==> src/hw/rtl/ectf_pkg.sv <==
`default_nettype none

package ectf_pkg;

   // command codes of an input item
   typedef enum logic [1:0] {
      CMD_TICK    = 2'd0,
      CMD_CAPTURE = 2'd1,
      CMD_POP     = 2'd2,
      CMD_NONE    = 2'd3
   } cmd_type;

   // a capture below half scale with an overflow pending belongs to the next high word
   localparam logic [15:0] HALF_COUNT = 16'h8000;

   // input item
   typedef struct packed {
      cmd_type     command;
      logic [15:0] captured_count;
      logic        overflow_pending;
   } req_type;

   // result item
   typedef struct packed {
      logic        pop_valid;
      logic [31:0] event_timestamp;
      logic        event_rising;
      logic        events_available;
      logic [15:0] dropped_total;
   } rsp_type;

   // one stored event
   typedef struct packed {
      logic [31:0] stamp;
      logic        rising;
   } entry_type;

   // registered status of one processed item, from control to the result mux
   typedef struct packed {
      logic        valid;
      logic        pop_valid;
      logic        available;
      logic [15:0] dropped;
   } status_type;

endpackage

`default_nettype wire

==> src/hw/rtl/ectf_store.sv <==
`default_nettype none

module ectf_store #(
   parameter int FIFO_DEPTH = 16
) (
   input  wire logic                          clock,
   input  wire logic                          wr_en,
   input  wire logic [$clog2(FIFO_DEPTH)-1:0] wr_addr,
   input  wire ectf_pkg::entry_type           wr_data,
   input  wire logic [$clog2(FIFO_DEPTH)-1:0] rd_addr,
   output ectf_pkg::entry_type                rd_data
);

   ectf_pkg::entry_type mem [FIFO_DEPTH];
   ectf_pkg::entry_type rd_data_ff;

   // one write port, one registered read port
   always_ff @(posedge clock) begin
      if (wr_en) begin
         mem[wr_addr] <= wr_data;
      end
      rd_data_ff <= mem[rd_addr];
   end

   assign rd_data = rd_data_ff;

endmodule

`default_nettype wire

==> src/hw/rtl/ectf_ctrl.sv <==
`default_nettype none

module ectf_ctrl #(
   parameter int FIFO_DEPTH = 16
) (
   input  wire logic                          clock,
   input  wire logic                          reset,
   input  wire logic                          in_valid,
   input  wire ectf_pkg::req_type             in_req,
   output logic                               wr_en,
   output logic [$clog2(FIFO_DEPTH)-1:0]      wr_addr,
   output ectf_pkg::entry_type                wr_data,
   output logic [$clog2(FIFO_DEPTH)-1:0]      rd_addr,
   output ectf_pkg::status_type               status
);

   localparam int PTR_W = $clog2(FIFO_DEPTH);
   localparam logic [PTR_W-1:0] LAST = PTR_W'(FIFO_DEPTH - 1);

   logic                 item_valid_ff;
   ectf_pkg::req_type    item_ff;
   logic [PTR_W-1:0]     wr_ptr_ff, wr_ptr_in;
   logic [PTR_W-1:0]     rd_ptr_ff, rd_ptr_in;
   logic [15:0]          high_ff, high_in;
   logic [15:0]          lost_ff, lost_in;
   logic                 sense_ff, sense_in;
   ectf_pkg::status_type status_ff, status_in;

   logic [PTR_W-1:0]     wr_next;
   logic [PTR_W-1:0]     rd_next;
   logic                 fifo_full;
   logic                 fifo_empty;
   logic [15:0]          high_sel;
   logic                 pop_hit;

   // input register
   always_ff @(posedge clock) begin
      if (reset) begin
         item_valid_ff <= 1'b0;
      end else begin
         item_valid_ff <= in_valid;
      end
      if (in_valid) begin
         item_ff <= in_req;
      end
   end

   // ring pointer arithmetic, modulo depth
   assign wr_next    = (wr_ptr_ff == LAST) ? '0 : wr_ptr_ff + 1'b1;
   assign rd_next    = (rd_ptr_ff == LAST) ? '0 : rd_ptr_ff + 1'b1;
   assign fifo_full  = (wr_next == rd_ptr_ff);
   assign fifo_empty = (rd_ptr_ff == wr_ptr_ff);

   // timestamp extension
   assign high_sel = high_ff + 16'((item_ff.overflow_pending &&
                                    (item_ff.captured_count < ectf_pkg::HALF_COUNT)) ? 1 : 0);

   assign wr_addr      = wr_ptr_ff;
   assign wr_data      = '{stamp: {high_sel, item_ff.captured_count}, rising: sense_ff};
   assign rd_addr      = rd_ptr_ff;

   // item decode and state update
   always_comb begin
      wr_ptr_in = wr_ptr_ff;
      rd_ptr_in = rd_ptr_ff;
      high_in   = high_ff;
      lost_in   = lost_ff;
      sense_in  = sense_ff;
      wr_en     = 1'b0;
      pop_hit   = 1'b0;
      if (item_valid_ff) begin
         unique case (item_ff.command)
            ectf_pkg::CMD_TICK: begin
               high_in = high_ff + 16'd1;
            end
            ectf_pkg::CMD_CAPTURE: begin
               if (!fifo_full) begin
                  wr_en     = 1'b1;
                  wr_ptr_in = wr_next;
               end else begin
                  lost_in = lost_ff + 16'd1;
               end
               sense_in = ~sense_ff;
            end
            ectf_pkg::CMD_POP: begin
               if (!fifo_empty) begin
                  pop_hit   = 1'b1;
                  rd_ptr_in = rd_next;
               end
            end
            default: begin
            end
         endcase
      end
      status_in.valid     = item_valid_ff;
      status_in.pop_valid = pop_hit;
      status_in.available = (rd_ptr_in != wr_ptr_in);
      status_in.dropped   = lost_in;
   end

   // state and result status registers
   always_ff @(posedge clock) begin
      if (reset) begin
         wr_ptr_ff <= '0;
         rd_ptr_ff <= '0;
         high_ff   <= '0;
         lost_ff   <= '0;
         sense_ff  <= 1'b1;
         status_ff <= '0;
      end else begin
         wr_ptr_ff <= wr_ptr_in;
         rd_ptr_ff <= rd_ptr_in;
         high_ff   <= high_in;
         lost_ff   <= lost_in;
         sense_ff  <= sense_in;
         status_ff <= status_in;
      end
   end

   assign status = status_ff;

`ifndef SYNTHESIS
   // a write never fills the last free slot
   a_no_overrun: assert property (@(posedge clock) disable iff (reset)
      wr_en |-> (wr_next != rd_ptr_ff))
      else $error("capture written into a full fifo");

   // only a capture changes the drop counter
   a_lost_only_capture: assert property (@(posedge clock) disable iff (reset)
      !(item_valid_ff && (item_ff.command == ectf_pkg::CMD_CAPTURE)) |=>
         (lost_ff == $past(lost_ff)))
      else $error("drop counter moved without a capture");

   // only a tick changes the high word
   a_high_only_tick: assert property (@(posedge clock) disable iff (reset)
      !(item_valid_ff && (item_ff.command == ectf_pkg::CMD_TICK)) |=>
         (high_ff == $past(high_ff)))
      else $error("high word moved without a tick");

   // a popped event comes with a result strobe
   a_pop_has_result: assert property (@(posedge clock) disable iff (reset)
      status_ff.pop_valid |-> status_ff.valid)
      else $error("pop reported outside a result");
`endif

endmodule

`default_nettype wire

==> src/hw/rtl/edge_timestamp_capture_fifo.sv <==
`default_nettype none

// Extends 16-bit timer captures to 32-bit timestamps and queues them with
// their edge polarity in a ring fifo of FIFO_DEPTH slots, of which
// FIFO_DEPTH - 1 hold events. One item is taken at every clock at which start
// is high; busy never rises. Every item gives exactly one result. The item
// is first held in the input register; at the next clock the pointer update,
// the result register and the registered read port of the event store all
// load. The result is then shown with rsp_valid for one cycle. The receiver
// cannot stall, so results must be taken as they come. The event store is
// not cleared at reset; only written slots are ever popped.
module edge_timestamp_capture_fifo #(
   parameter int FIFO_DEPTH = 16
) (
   input  wire logic              clock,
   input  wire logic              reset,
   input  wire logic              start,
   output logic                   busy,
   input  wire ectf_pkg::req_type req_data,
   output logic                   rsp_valid,
   output ectf_pkg::rsp_type      rsp_data
);

   localparam int PTR_W = $clog2(FIFO_DEPTH);

   logic                 wr_en;
   logic [PTR_W-1:0]     wr_addr;
   ectf_pkg::entry_type  wr_data;
   logic [PTR_W-1:0]     rd_addr;
   ectf_pkg::entry_type  rd_data;
   ectf_pkg::status_type status;

   assign busy = 1'b0;

   // pointers, counters and item decode
   ectf_ctrl #(
      .FIFO_DEPTH (FIFO_DEPTH)
   ) u_ctrl (
      .clock    (clock),
      .reset    (reset),
      .in_valid (start && !busy),
      .in_req   (req_data),
      .wr_en    (wr_en),
      .wr_addr  (wr_addr),
      .wr_data  (wr_data),
      .rd_addr  (rd_addr),
      .status   (status)
   );

   // event storage
   ectf_store #(
      .FIFO_DEPTH (FIFO_DEPTH)
   ) u_store (
      .clock   (clock),
      .wr_en   (wr_en),
      .wr_addr (wr_addr),
      .wr_data (wr_data),
      .rd_addr (rd_addr),
      .rd_data (rd_data)
   );

   // result item, event fields zero unless a pop hit
   assign rsp_valid                 = status.valid;
   assign rsp_data.pop_valid        = status.pop_valid;
   assign rsp_data.event_timestamp  = status.pop_valid ? rd_data.stamp : 32'd0;
   assign rsp_data.event_rising     = status.pop_valid & rd_data.rising;
   assign rsp_data.events_available = status.available;
   assign rsp_data.dropped_total    = status.dropped;

endmodule

`default_nettype wire

==> config.mk <==
export PLATFORM = sky130hd
export DESIGN_NAME = edge_timestamp_capture_fifo
export DESIGN_NICKNAME = d
export VERILOG_FILES = /design/src/hw/rtl/ectf_pkg.sv /design/src/hw/rtl/ectf_store.sv /design/src/hw/rtl/ectf_ctrl.sv /design/src/hw/rtl/edge_timestamp_capture_fifo.sv
export SDC_FILE = /design/constraint.sdc
export NUM_CORES = 1
export LEC_CHECK = 0
export BUFFER_PORTS_ARGS = -buffer_cell sky130_fd_sc_hd__clkbuf_2
export CAP_MARGIN = 25
export CORE_MARGIN = 3
export CORE_UTILIZATION = 42
export DETAILED_ROUTE_END_ITERATION = 16
export GPL_ROUTABILITY_DRIVEN = 0
export PLACE_DENSITY = 0.62
export SETUP_SLACK_MARGIN = 0.1
export SYNTH_ARGS = -nofsm -noshare
export SYNTH_HDL_FRONTEND = slang
export SYNTH_HIERARCHICAL = 1
export SYNTH_SLANG_ARGS = --single-unit
==> constraint.sdc <==
create_clock -name clock -period 15.2 [get_ports clock]
set_input_delay 3.04 -clock clock [delete_from_list [all_inputs] [get_ports clock]]
set_output_delay 3.04 -clock clock [all_outputs]
set_load 0.01 [all_outputs]
* After elaboration in Yosys (flattened, before gate mapping) *
Memory sizes are Yosys's and may differ from the RTL's. A register that Yosys moved wholly into a read port is not among the register bits.
Cells that the tools add are included.

operators by class
  equality and inequality tests = 7
  add/sub/neg operators = 5
  bitwise gates (word level) = 4
  magnitude comparators = 1
  multiplexer cells = 19
  reduce and logical (&&, ||, !) cells = 6

operators by type and width
  kind                     count
  $mux W16                 3
  $add A16 B1 Y16 const B  2
  $mux W32                 1
  $mux W4                  8
  $add A16 B16 Y16         1
  $lt A16 B16 Y1 const B   1
  $add A4 B1 Y4 const B    2
  $eq A4 B4 Y1             2
  $eq A4 B4 Y1 const B     2
  $mux W1                  7
  $ne A4 B4 Y1             1
  $reduce_and A2 Y1        2
  $not A1 Y1               3
  $reduce_and A3 Y1        1
  $reduce_or A3 Y1         1
  $eq A2 B1 Y1 const B     1
  $eq A2 B2 Y1 const B     1
  $logic_not A2 Y1         1
  $and A1 B1 Y1            1
  $logic_and A1 B1 Y1      1

storage, ports and cells
  bits in writable memories = 528
  input bits = 22
  memories = 1
  bits in registers = 64
  word-level logic and storage cells = 55

memories
  name         depth  width  rd ports  clocked after memory_dff  wr ports  line              text
  u_store.mem  16     33     1         1                         1         ectf_store.sv:14  ectf_pkg::entry_type mem [FIFO_DEPTH];

* Depth between registers and ports, before layout *
  depth after elaboration = 8
  depth in mapped cells = 11

* By module *
The synthesis kept the hierarchy.

by module, submodules not included
  module                       instances  area an instance (sq um)  cells an instance
  ectf_store                   1          20631.0                   864
  ectf_ctrl                    1          3146.8                    319
  edge_timestamp_capture_fifo  1          274.0                     38

* Worst setup path after synthesis *
No wires, ideal clock.

  path kind = flip-flop to flip-flop
  start = register u_ctrl.wr_ptr_ff[0], in the netlist u_ctrl/wr_addr[0]
  end = memory u_store/mem[0][0] (netlist bit) (enable)
  stages on the path, launching flop included = 9
  arrival = 4.291 ns
  path slack = 10.445 ns
  library setup time = 0.464 ns
  path buffers = 0
  required time = 14.736 ns
  path through = dfxtp_1 > ha_1 > a21oi_1 > o22a_4 > xor2_2 > o21ai_0 > inv_1 > or3b_2 > nor3_1

on the way
  cells in the longest elaborated chain, start to end = 8

ends and longest elaborated chain
  item                                           line                               text
  start: declaration                             ectf_ctrl.sv:22                    logic [PTR_W-1:0] wr_ptr_ff, wr_ptr_in;
  start signal: assignment                       ectf_ctrl.sv:111                   wr_ptr_ff <= wr_ptr_in;
  $add A4 B1 Y4 or $eq A4 B4 Y1 (tied branches)  ectf_ctrl.sv:49                    assign wr_next = (wr_ptr_ff == LAST) ? '0 : wr_ptr_ff + 1'b1;
  $mux W4 (*)                                    ectf_ctrl.sv:49
  $eq A4 B4 Y1 (*)                               ectf_ctrl.sv:51                    assign fifo_full = (wr_next == rd_ptr_ff);
  $mux W1 (*)                                    ectf_ctrl.sv:77                    if (!fifo_full) begin
  $mux W1 (*)                                    ectf_ctrl.sv:72                    unique case (item_ff.command)
  $mux W1 (*)                                    ectf_ctrl.sv:71                    if (item_valid_ff) begin
  via wr_en                                      edge_timestamp_capture_fifo.sv:26  logic wr_en;
  $mux W1 (*)                                    ectf_store.sv:19                   if (wr_en) begin
  $mux W1 (implied by the code) (*)              ectf_store.sv:20                   mem[wr_addr] <= wr_data;
  end: declaration                               ectf_store.sv:14

Mark *: on every way through the listed nets, which the timed path passes. The rest lies on a longest branch.

==> parameters.txt <==
Parameter                              Value

Route
  Number of design-rule violations left by the first detailed-router iteration    around 1,000
  DRC violation count after routing    0
  Via count    between 10,000 and 15,000
  Final routed wire length divided by cell count    around 24 um
  Detail-routed via count per cell    5.50
  Post-detailed-routing wire length    49,900 um
  Detailed-routing iteration count for the pre-antenna-repair pass    5
  Antenna violation net count after detailed routing    0

Synth
  Mapped Cells    ~1,200
  Synthesized area per cell    between 15 and 20 sq um
  Number of enable flip-flop cells after synthesis    roughly 550
  FFs w/ async S/R, synth    0
  Total nets after synthesis    around 1,200
  Post-synthesis sequential area ratio    0.748
  Summed instance area of the synthesized netlist    0.0241 sq mm
  Count of state elements after synthesis    roughly 630
  Primary FF master, synth    edfxtp_1
  Post-synthesis cell type count    56
  Yosys warns    6

Cells and area
  Share of layout cells above drive strength 1    0.281
  Number of diodes    0
  Net count, final    roughly 1,300
  Area Overhead vs Synth    13.2%

Timing
  Max Slew Vio Count    0
  Final setup fails    0
  Final hold slack    between 0.5 and 0.6 ns
  Post-route clock skew    0.0117 ns
  Normalized max-slew margin    0.227
  Worst-case setup margin in the final layout    10.33 ns
  Post-route minimum period    between 4 and 5 ns
  RSZ-0062 raised after global routing    false
  Maximum clock frequency    around 200 MHz
  Slew of the pin with the lowest slew margin    approximately 1.2 ns
  Final period utilization    0.320
  Setup TNS    0 ns
  Final-report hold violation count    0

Die
  Std-Cell Rows    between 80 and 90
  Initial standard-cell utilization of the core    0.426
  Die outline area    ~0.06 sq mm
  Die Y    ~250 um
  Core Area    between 0.05 and 0.06 sq mm
  I/O pin total    75
  Die extent in x    245 um

Job
  Reported max-cap violation count    0

Clocking
  Insertion delay to the later sink of the worst-skew pair    0.62 ns
  Setup repair bufs after CTS    0
  Sinks on the clock net    625
  Root Buffer    clkbuf_16
  CTS H-tree lvls    2
  CTS tree    yes
  Number of buffers created by CTS    between 60 and 70
  Number of buffers on the longest clock path    3
  Clock Pin Slew Worst Setup and Hold Paths    around 0.06 ns
  Hold_buf cts    0
  Resized cells post-CTS    0

Power and ir drop
  Maximum ir drop on the vdd rail    slightly below 0.09 mV
  Static leakage power    approximately 0.0088 uW
  Power density over the cells    between 100 and 150 mW/mm^2

GRT
  Global-route wire length before repair    around 75,000 um
  Initial antenna violation count    0
  Global router's overall resource usage    0.168
  Remaining Overflow, GRT    0
  Maximum number of pins on one net before global-route repair    roughly 110
  Via count of the first global-routing pass    ~12,000

Placement
  DP Worst Slack    around 11 ns
  Port buffer count    73
  Detailed placement HPWL    about 24,000 um

Worst setup path
  Crit path required time    roughly 12 ns
  Type of destination of the critical path    primary output
  Crit Path Category    flop to primary output
  CP Launch Type    flop
  Worst path arrival time    1.83 ns
  Maximum fanout along the worst path    34

Worst hold path
  Worst Hold Class    flop to flop

Run status
  Outcome    completed
-- path summary, 6_finish.rpt --
kind / from / endpoint / slack (ns) / cells after the start
setup / recovery: u_ctrl/status[17] / rsp_data[28] / 10.33 / 2
hold / removal: u_ctrl/item_valid_ff / u_ctrl/status[18] / 0.51 / 1
setup reg to reg: u_ctrl/wr_addr[0] / u_store/mem[11][31] / 11.51 / 9
hold reg to reg: u_ctrl/item_valid_ff / u_ctrl/status[18] / 0.51 / 1
-- Yosys cell counts (all sizes together) (8+ instances only) --
library cell	instances	area [sq um]
edfxtp	547	16400
mux4	132	3040
dfxtp	78	1560
a22oi	67	503
nor2	63	236
nand2	50	188
buf	48	413
and2	34	254
clkbuf	34	131
xor2	30	270
xnor2	24	210
nand3	22	110
a21oi	10	53.8
nor3	8	45.0
-- layer usage --
layer	wire length, um	GRT usage	up-vias
li1	-	-	5051
met1	21600	0.235	6168
met2	24500	0.275	344
met3	2860	0.0312	70
met4	914	0.0399	0
met5	0	0	-
-- worst max-delay path, cell delays in order (launching register included) --
cell and delay [ns]:
dfxtp_2 0.79, and2_2 0.27, clkbuf_2 0.12
-- cell families (layout without fill, tap and decap cells) --
logic type	Yosys count	after routing	synth area share
fa+ha+maj	6	6	0.00312
simple gates	217	217	0.0473
compound gates	93	93	0.0293
buf+inv	88	227	0.0236
other cells	1	1	0.000156
xor+xnor	54	54	0.0200
mux	137	137	0.129
flops	625	625	0.748
-- metrics by stage --
stage	instances	utilization	area [sq um]	power (uW)
final	2116	0.482	27200	3410
after detailed placement	1991	0.445	25100	1950
after floorplan	1221	-	24100	1940
after global placement	1991	0.445	25100	1950
after global routing	2116	0.482	27200	3510
after CTS	2106	0.481	27100	3440
-- cell type report --
class                   count  area [sq um]
well taps                 756           946
inverters                   6          22.5
fillers                  4635         29300
clock inverters            29           299
flip-flops and latches    625         18000
clock buffers              86          1700
repair buffers            106           638
multi-input cells         508          5630
-- report_power, final --
group          internal (uW)  switching [uW]
sequential              1870            16.3
clock                    864             629
combinational           10.7            15.9
-- cells in the final DEF (no fill, tap or decap), types with 6 or more instances in the layout --
cell,n
a21oi_1,9
a22oi_1,67
and2_2,34
buf_4,31
clkbuf_1,17
clkbuf_16,61
clkbuf_2,73
clkbuf_8,8
clkinv_1,7
clkinv_2,9
dfxtp_1,75
edfxtp_1,547
ha_1,6
inv_1,6
mux4_1,19
mux4_2,113
nand2_1,50
nand3_1,22
nand4_1,6
nor2_1,50
nor2_4,13
xnor2_1,24
xor2_1,29
-- registers in the layout (all words and copies together) (netlist names) --
signal / flops
u_store/mem: 528
u_ctrl/high_ff: 16
u_ctrl/rd_addr: 4
u_ctrl/status: 19
u_ctrl/wr_addr: 4
u_store/rd_data: 33
u_ctrl/wr_data: 16
u_ctrl/item_ff: 3
u_ctrl/item_valid_ff: 1
u_ctrl/sense_ff: 1
(Power assumes the default switching activity.)
